**src/sv/assert_macros.svh**
```systemverilog
// ----------------------------------------------------------------------------
// Assertion macros
// Shared concurrent assertion forms, clocked on clk and disabled in reset.
// ----------------------------------------------------------------------------
`ifndef ASSERT_MACROS_SVH
`define ASSERT_MACROS_SVH

// Same-cycle implication.
`define ASSERT_IMP(lbl, ante, cons, msg) \
  lbl: assert property (@(posedge clk) disable iff (!rst_n) (ante) |-> (cons)) \
    else $error(msg);

// Next-cycle implication.
`define ASSERT_NXT(lbl, ante, cons, msg) \
  lbl: assert property (@(posedge clk) disable iff (!rst_n) (ante) |=> (cons)) \
    else $error(msg);

`endif

```
**src/sv/vnac_pkg.sv**
```systemverilog
// ----------------------------------------------------------------------------
// vnac_pkg
// Types and constants shared by the vertex normal accumulator modules.
// ----------------------------------------------------------------------------
package vnac_pkg;

  localparam int ID_W   = 11;  // vertex id on the ports
  localparam int IDX_W  = 16;  // zero-based table index, wide enough for any depth
  localparam int POS_W  = 24;  // Q12.12 position component
  localparam int SUM_W  = 24;  // saturating normal sum component
  localparam int NRM_W  = 16;  // Q1.15 normal component
  localparam int DIF_W  = 25;  // edge vector component
  localparam int PRD_W  = 50;  // edge component product
  localparam int VEC_W  = 51;  // cross product component
  localparam int MAX_VERTICES_DEF = 1024;

  // Item kinds as they arrive on the func field.
  typedef enum logic [1:0] {
    OP_CLEAR = 2'd0,
    OP_STORE = 2'd1,
    OP_TRI   = 2'd2,
    OP_READ  = 2'd3
  } op_t;

  localparam logic KIND_FACE = 1'b0;
  localparam logic KIND_READ = 1'b1;

  // One classified command travelling from the front to the back.
  typedef struct packed {
    op_t                     op;
    logic [ID_W-1:0]         id_a;
    logic [IDX_W-1:0]        idx_a;
    logic [IDX_W-1:0]        idx_b;
    logic [IDX_W-1:0]        idx_c;
    logic signed [POS_W-1:0] pos_x;
    logic signed [POS_W-1:0] pos_y;
    logic signed [POS_W-1:0] pos_z;
  } cmd_t;

  typedef enum logic [3:0] {
    BK_INIT,
    BK_IDLE,
    BK_CLEAR,
    BK_PRD,
    BK_CROSS,
    BK_SRD,
    BK_NSTART,
    BK_NWAIT,
    BK_SUM,
    BK_EMIT
  } bk_state_t;

  typedef enum logic [2:0] {
    NM_IDLE,
    NM_MAX,
    NM_SHIFT,
    NM_SQ,
    NM_SQRT,
    NM_DIV,
    NM_DONE
  } nm_state_t;

endpackage

```
**src/sv/vnac_front.sv**
```systemverilog
// ----------------------------------------------------------------------------
// vnac_front
// Input side: checks vertex ids, drops items with bad ids and queues the
// remaining commands for the back end in a two-entry queue.
// ----------------------------------------------------------------------------
module vnac_front #(
  parameter int MAX_VERTICES = vnac_pkg::MAX_VERTICES_DEF
) (
  input  logic                                clk,
  input  logic                                rst_n,
  input  logic                                in_push,
  output logic                                in_full,
  input  logic [1:0]                          in_func,
  input  logic [vnac_pkg::ID_W-1:0]           in_vertex_a,
  input  logic [vnac_pkg::ID_W-1:0]           in_vertex_b,
  input  logic [vnac_pkg::ID_W-1:0]           in_vertex_c,
  input  logic signed [vnac_pkg::POS_W-1:0]   in_pos_x,
  input  logic signed [vnac_pkg::POS_W-1:0]   in_pos_y,
  input  logic signed [vnac_pkg::POS_W-1:0]   in_pos_z,
  input  logic                                init_busy,
  output logic                                q_valid,
  output vnac_pkg::cmd_t                      q_data,
  input  logic                                q_pop
);

  localparam logic [16:0] MAXV = 17'(MAX_VERTICES);

  vnac_pkg::cmd_t q_mem_r [2];
  logic           wr_ptr_r;
  logic           rd_ptr_r;
  logic [1:0]     cnt_r;
  logic           accept;
  logic           keep;
  logic           push_q;
  vnac_pkg::cmd_t cmd;

  function automatic logic id_ok(input logic [vnac_pkg::ID_W-1:0] id);
    return (id != '0) && ({6'd0, id} <= MAXV);
  endfunction

  function automatic logic [vnac_pkg::IDX_W-1:0] to_idx(input logic [vnac_pkg::ID_W-1:0] id);
    logic [16:0] t;
    t = {6'd0, id} - 17'd1;
    return t[vnac_pkg::IDX_W-1:0];
  endfunction

  // Classify the incoming beat.
  always_comb begin
    cmd.op    = vnac_pkg::op_t'(in_func);
    cmd.id_a  = in_vertex_a;
    cmd.idx_a = to_idx(in_vertex_a);
    cmd.idx_b = to_idx(in_vertex_b);
    cmd.idx_c = to_idx(in_vertex_c);
    cmd.pos_x = in_pos_x;
    cmd.pos_y = in_pos_y;
    cmd.pos_z = in_pos_z;
    case (cmd.op)
      vnac_pkg::OP_CLEAR: keep = 1'b1;
      vnac_pkg::OP_STORE: keep = id_ok(in_vertex_a);
      vnac_pkg::OP_READ:  keep = id_ok(in_vertex_a);
      vnac_pkg::OP_TRI:   keep = id_ok(in_vertex_a) && id_ok(in_vertex_b) &&
                                 id_ok(in_vertex_c);
      default:            keep = 1'b0;
    endcase
  end

  assign in_full = (cnt_r == 2'd2) || init_busy;
  assign accept  = in_push && !in_full;
  assign push_q  = accept && keep;
  assign q_valid = (cnt_r != 2'd0);
  assign q_data  = q_mem_r[rd_ptr_r];

  // Queue pointers and fill count.
  always_ff @(posedge clk) begin
    if (!rst_n) begin
      wr_ptr_r <= 1'b0;
      rd_ptr_r <= 1'b0;
      cnt_r    <= 2'd0;
    end else begin
      if (push_q) wr_ptr_r <= ~wr_ptr_r;
      if (q_pop)  rd_ptr_r <= ~rd_ptr_r;
      if (push_q && !q_pop) cnt_r <= cnt_r + 2'd1;
      else if (!push_q && q_pop) cnt_r <= cnt_r - 2'd1;
    end
  end

  // Queue storage.
  always_ff @(posedge clk) begin
    if (push_q) q_mem_r[wr_ptr_r] <= cmd;
  end

endmodule

```
**config.mk**
```make
export PLATFORM = sky130hd
export DESIGN_NAME = vnac_front
export DESIGN_NICKNAME = d
export VERILOG_FILES = /design/src/sv/assert_macros.svh /design/src/sv/vnac_pkg.sv /design/src/sv/vnac_front.sv
export SDC_FILE = /design/constraint.sdc
export NUM_CORES = 1
export LEC_CHECK = 0
export BUFFER_PORTS_ARGS = -buffer_cell sky130_fd_sc_hd__buf_4
export CAP_MARGIN = 25
export CORE_ASPECT_RATIO = 0.6
export CORE_MARGIN = 1.5
export CORE_UTILIZATION = 37
export DETAILED_ROUTE_END_ITERATION = 12
export GPL_ROUTABILITY_DRIVEN = 1
export GPL_TIMING_DRIVEN = 0
export PLACE_DENSITY = 0.68
export SYNTH_ARGS = -nofsm -noshare
export SYNTH_HDL_FRONTEND = slang
export SYNTH_SLANG_ARGS = --single-unit
```
**constraint.sdc**
```tcl
create_clock -name clk -period 9.5 [get_ports clk]
set_input_delay 1.425 -clock clk [delete_from_list [all_inputs] [get_ports clk]]
set_output_delay 1.425 -clock clk [all_outputs]
set_load 0.1 [all_outputs]
```
# == Word-level counts from Yosys, hierarchy flattened ==
# Memories as Yosys holds them, arrays and structs flattened. A register that Yosys moved wholly into a read port is not among the register bits.
# Index checks and enable logic that the tools add are counted.
# totals
word_cells,45
register_bits,4
ram_bits,266
mem_bits_ro,0
latchBits,0
mem_count,1
# mem_list
memory,words,word_bits,read_ports,rd_ports_with_merged_regs,write_ports,line,rtl
q_mem_r,2,133,1,1,1,vnac_front.sv:28,vnac_pkg::cmd_t q_mem_r [2];
# classes
n_eq_ne,4
bitwise_logic,2
muxes,7
n_shift,0
reduce_logical,20
n_div,0
addsub,5
order_cmp,3
multipliers,0
# ops
op,count
"subtractor 11 x 1 -> 12 bit, second input constant",3
"<= comparator 11 bit, second input constant",3
nonzero test 11 bit,3
logical AND 1 bit,9
"== test 2 bit, second input constant",3
two-way mux 1 bit,4
two-way mux 2 bit,2
nonzero test 2 bit,2
logical NOT 1 bit,3
one-hot mux 1 bit (3 select lines),1
"adder 2 x 1 -> 2 bit, second input constant",1
"== test 2 x 1 -> 1 bit, second input constant",1
logical NOT 2 bit,1
inverter 1 bit,2
OR reduction 2 bit,1
"subtractor 2 x 1 -> 2 bit, second input constant",1
logical OR 1 bit,1

# == Logic depth before layout (Yosys ltp) ==
# depth
word_depth,10
depth_mapped,11

# == Worst setup path after synthesis ==
# Ideal clock, no wire load.
# synth_timing
path_type,input port to flip-flop
start,input port in_vertex_c[0] (netlist bit)
end,"memory q_mem_r[0][0] (netlist bit), enable pin"
arrival_ns,7.902
n_path_buf,0
cell_stages,7
setup_ns,0.603
setup_slack_ns,0.995
path_cell_list,clkinv_1 > ha_1 > or4b_1 > o31a_1 > nor4b_2 > a32oi_2 > nor2_1
# synth_between
elab_chain_cells,7
word_cells_on_any_way,8
# synth_lines
element,line,rtl
start: declaration,vnac_front.sv:16,"input logic [vnac_pkg::ID_W-1:0] in_vertex_c,"
<= comparator 11 bit / nonzero test 11 bit (equally long branches),vnac_front.sv:38,"return (id != '0) && ({6'd0, id} <= MAXV);"
logical AND 1 bit *,vnac_front.sv:38,
logical AND 1 bit *,vnac_front.sv:61,vnac_pkg::OP_TRI: keep = id_ok(in_vertex_a) && id_ok(in_vertex_b) &&
one-hot mux 1 bit (3 select lines) *,vnac_front.sv:57,case (cmd.op)
logical AND 1 bit *,vnac_front.sv:69,assign push_q = accept && keep;
two-way mux 1 bit *,vnac_front.sv:89,if (push_q) q_mem_r[wr_ptr_r] <= cmd;
two-way mux 1 bit (implied by the code) *,vnac_front.sv:89,
end: declaration,vnac_front.sv:28,
# Every way passes the cells marked *; elsewhere a longest branch is shown, timed or not.

==> qor.yml <==
outcome:
  run_status: "finished, final reports clean"
global_routing:
  met3_capacity_usage_during_global_routing_pct: 4.784
  globalRouteMet2Util_pct: 22.45
  grt_max_degree: 34
  overflow: 0
  global_route_wire_length_before_repair_um: 30880
  antenna_found_initial: 0
  grt_busiest_layer: "met2"
  first_global_vias: 5293
  grtUsageMet1_pct: 21.22
  grt.total_usage_pct: 14.89
yosys:
  synth.yosys.seq_area_share_pct: 75.75
  synth.distinct_cells: 40
  count_of_mapped_cells_out_of_synthesis: 516
  synth_flop_cell: "sky130_fd_sc_hd__edfxtp_1"
  synthArstFlopShare_pct: 0
  synth_seq_cells: 247
  synth.avg_cell_area_um2: 18.85
  synth_enable_flop_cells: 242
  yosys_warnings: 0
  synth_nets: 634
  synthesis.area_um2: 9726
setup_path:
  cp.buffers_inverters: 4
  most_repeated_library_cell_on_the_critical_path: "sky130_fd_sc_hd__buf_4"
  cp_cell_sequence: "clkbuf_1 -> buf_1 -> mux2_1 -> buf_4 -> buf_4"
  critPathMaxStageDelay_ps: 660
  cp_data_arrival_time_ps: 3000
  critical_path.top_delay_family: "buffers and inverters"
  required_time_worst_endpoint_ps: 8080
  critPathKind: "register to output port"
  cp_endpoint_kind: "output port"
  worst_path_max_delay_cell: "sky130_fd_sc_hd__clkbuf_1"
  crit_cells: 5
  start_kind: "register"
  critical_path.max_fanout: 10
  depth_of_the_worst_register_to_register_path: 6
sta:
  hold_viol: 0
  max-slew-margin-rel_pct: 39.93
  finalHoldWorstSlack_ps: 500.3
  max_transition_viols_final: 0
  finClkSkew_ps: 13.82
  timing_worst_slew_pin_value_ps: 898.9
  finalSetupViolations: 0
  fmax_mhz: 226.2
  period_needed_ps: 4422
  rsz0062_at_grt: "no"
  post-route-period-util_pct: 46.54
cts:
  cts-buffers-inserted: 24
  cts.path.max_buffers: 3
  clk_transition_reported_paths_ps: 60
  hold_fix_buffer_count_after_cts: 0
  post_cts_resized: 0
  clock_sinks: 247
  tritoncts: "yes"
  clock_insertion_delay_worst_skew_ps: 520
  cts_post_setup_buffers_inserted: 0
  ctsRootBufferMaster: "sky130_fd_sc_hd__clkbuf_16"
  cts_htree_levels: 1
floorplan:
  chipWidth_um: 212.3
  initial_utilization_pct: 38.05
  die_h_um: 128.6
  core_area_um2: 25560
  placementRows: 45
  die_area_um2: 27300
  ios: 247
place:
  port-buffer-count: 246
  dpl.hpwl_um: 14460
  place_congestion: 0.7829
power_and_ir_drop:
  switching_power_uw: 905.6
  powerDensity_nw_per_um2: 218.3
  p_leak_uw: 0.004830
  clock_power_share_pct: 32.5
  seq_power_share_pct: 44.4
  switching_share_pct: 31.91
  ir_worst_vdd_v: 0.0001311
  comb_power_share_pct: 23.1
  internal-power_uw: 1932
routing:
  vias: 5414
  routed_wire_length_um: 20750
  routed_via_density: 4.639
  post_drt_wl_per_cell_um: 17.78
  drc: 0
  drt-initial-drc-count: 296
  antenna_left: 0
  drt_pre_antenna_iters: 4
layout:
  final_layout_size_suffix_gt1_share_pct: 39.51
  num-nets-final: 915
  antenna-diode-count: 0
  core_utilization_of_the_finished_layout_pct: 50.85
  syn_to_final_growth_pct: 33.64
worst_hold_path:
  worst_hold_path.num_cells: 2
  hold_class: "register to register"
run:
  maxCapViolCount: 0
per-stage QoR:
step / setup WS [ps] / instance area, um^2 / instances / total power, uW / setup TNS, ps
final: 5078 / 13000 / 1167 / 2838 / 0
after global routing: 4836 / 13000 / 1167 / 2940 / 0
after CTS: 4899 / 13000 / 1167 / 2874 / 0
after detailed placement: 4482 / 12230 / 1123 / 1943 / 0
after global placement: -2951 / 12010 / 1114 / 1943 / -711320
after floorplan: 995.2 / 9726 / 516 / 1779 / 0
logic make-up (layout without fill, tap and decap cells):
| logic type | after synthesis | after routing | share of synthesized area, % |
|---|---|---|---|
| flip-flops | 247 | 247 | 75.75 |
| multiplexers | 121 | 121 | 14.01 |
| AND/OR/NAND/NOR | 60 | 60 | 3.718 |
| buffers and inverters | 41 | 340 | 2.046 |
| XOR/XNOR | 27 | 27 | 2.432 |
| AO/OA/AOI/OAI | 14 | 14 | 1.274 |
| adder cells (fa/ha/maj) | 6 | 6 | 0.7719 |
power groups by stage:
stage	clock network [uW]	registers (uW)	logic [uW]
after floorplan	0	1290	491
after global placement	0	1300	647
after detailed placement	0	1280	660
after CTS	952	1260	663
after global routing	995	1260	682
final	922	1260	657
layout make-up:
class                   instances  area (um^2)
plain buffers                  25        138.9
clock buffers                  29        629.4
flip-flops and latches        247         7367
clock inverters                15        137.6
fillers                      2148        12560
inverters                      16        60.06
multi-input cells             228         2175
repair buffers                255         2049
well taps                     352        440.4
worst register-to-register path, delay by kind of cell, from the launching register on:
| family | cells | cell delay (ps) |
|---|---|---|
| AOI/OAI and AO/OA | 2 | 520 |
| buffers and inverters | 3 | 570 |
| DFF | 1 | 400 |
| and+or+nand+nor | 1 | 730 |
cells in the final DEF, fill, tap and decap left out, types with 6 or more instances in the layout:
cell	Yosys	final
sky130_fd_sc_hd__mux2_2	9	9
sky130_fd_sc_hd__edfxtp_1	242	242
sky130_fd_sc_hd__xor2_1	19	19
sky130_fd_sc_hd__nand2_1	10	10
sky130_fd_sc_hd__nor4_1	6	6
sky130_fd_sc_hd__inv_1	14	14
sky130_fd_sc_hd__nor2_1	11	9
sky130_fd_sc_hd__clkbuf_1	4	8
sky130_fd_sc_hd__mux2_1	112	112
sky130_fd_sc_hd__buf_4	12	258
sky130_fd_sc_hd__xnor2_1	8	8
sky130_fd_sc_hd__buf_12	0	6
sky130_fd_sc_hd__ha_1	6	6
sky130_fd_sc_hd__clkinv_1	2	7
sky130_fd_sc_hd__nor3_1	9	9
sky130_fd_sc_hd__buf_1	9	9
sky130_fd_sc_hd__clkbuf_16	0	24
synth_stat cells, types with 2 or more instances:
library cell | instances | area share [%]
sky130_fd_sc_hd__mux2_2 | 9 | 1.0
sky130_fd_sc_hd__nor3_1 | 9 | 0.46
sky130_fd_sc_hd__or4_1 | 3 | 0.23
sky130_fd_sc_hd__and2_1 | 3 | 0.19
sky130_fd_sc_hd__nor4_1 | 6 | 0.39
sky130_fd_sc_hd__dfxtp_1 | 5 | 1.0
sky130_fd_sc_hd__xor2_1 | 19 | 1.7
sky130_fd_sc_hd__or3_1 | 4 | 0.26
sky130_fd_sc_hd__or4b_1 | 2 | 0.21
sky130_fd_sc_hd__buf_1 | 9 | 0.35
sky130_fd_sc_hd__edfxtp_1 | 242 | 75
sky130_fd_sc_hd__or4_4 | 2 | 0.23
sky130_fd_sc_hd__inv_1 | 14 | 0.54
sky130_fd_sc_hd__clkinv_1 | 2 | 0.077
sky130_fd_sc_hd__xnor2_1 | 8 | 0.72
sky130_fd_sc_hd__nor2_1 | 11 | 0.42
sky130_fd_sc_hd__or2_1 | 2 | 0.13
sky130_fd_sc_hd__o31ai_1 | 3 | 0.23
sky130_fd_sc_hd__ha_1 | 6 | 0.77
sky130_fd_sc_hd__clkbuf_1 | 4 | 0.15
sky130_fd_sc_hd__mux2_1 | 112 | 13
sky130_fd_sc_hd__buf_4 | 12 | 0.93
sky130_fd_sc_hd__nand2_1 | 10 | 0.39
sky130_fd_sc_hd__nand3_1 | 2 | 0.10
sky130_fd_sc_hd__a21oi_1 | 2 | 0.10
flip-flops by register name, summed over array words and instances (netlist names), named ones only:
name	cells
cnt_r	2
q_mem_r	242
rd_ptr_r	1
wr_ptr_r	1
path summary, 6_finish.rpt:
path                          from                       end  slack [ps]
max                       register               q_data[118]        5080
min          cnt_r[1]$_SDFFE_PN0P_     cnt_r[1]$_SDFFE_PN0P_         500
max reg2reg  cnt_r[0]$_SDFFE_PN0P_  q_mem_r[0][40]$_DFFE_PP_        6990
min reg2reg  cnt_r[1]$_SDFFE_PN0P_     cnt_r[1]$_SDFFE_PN0P_         500
per-layer routing:
metal,up-vias,wire (um)
li1,2553,-
met1,2660,9734
met2,172,8943
met3,29,1741
met4,0,328
met5,-,0
(Power assumes the default switching activity.)
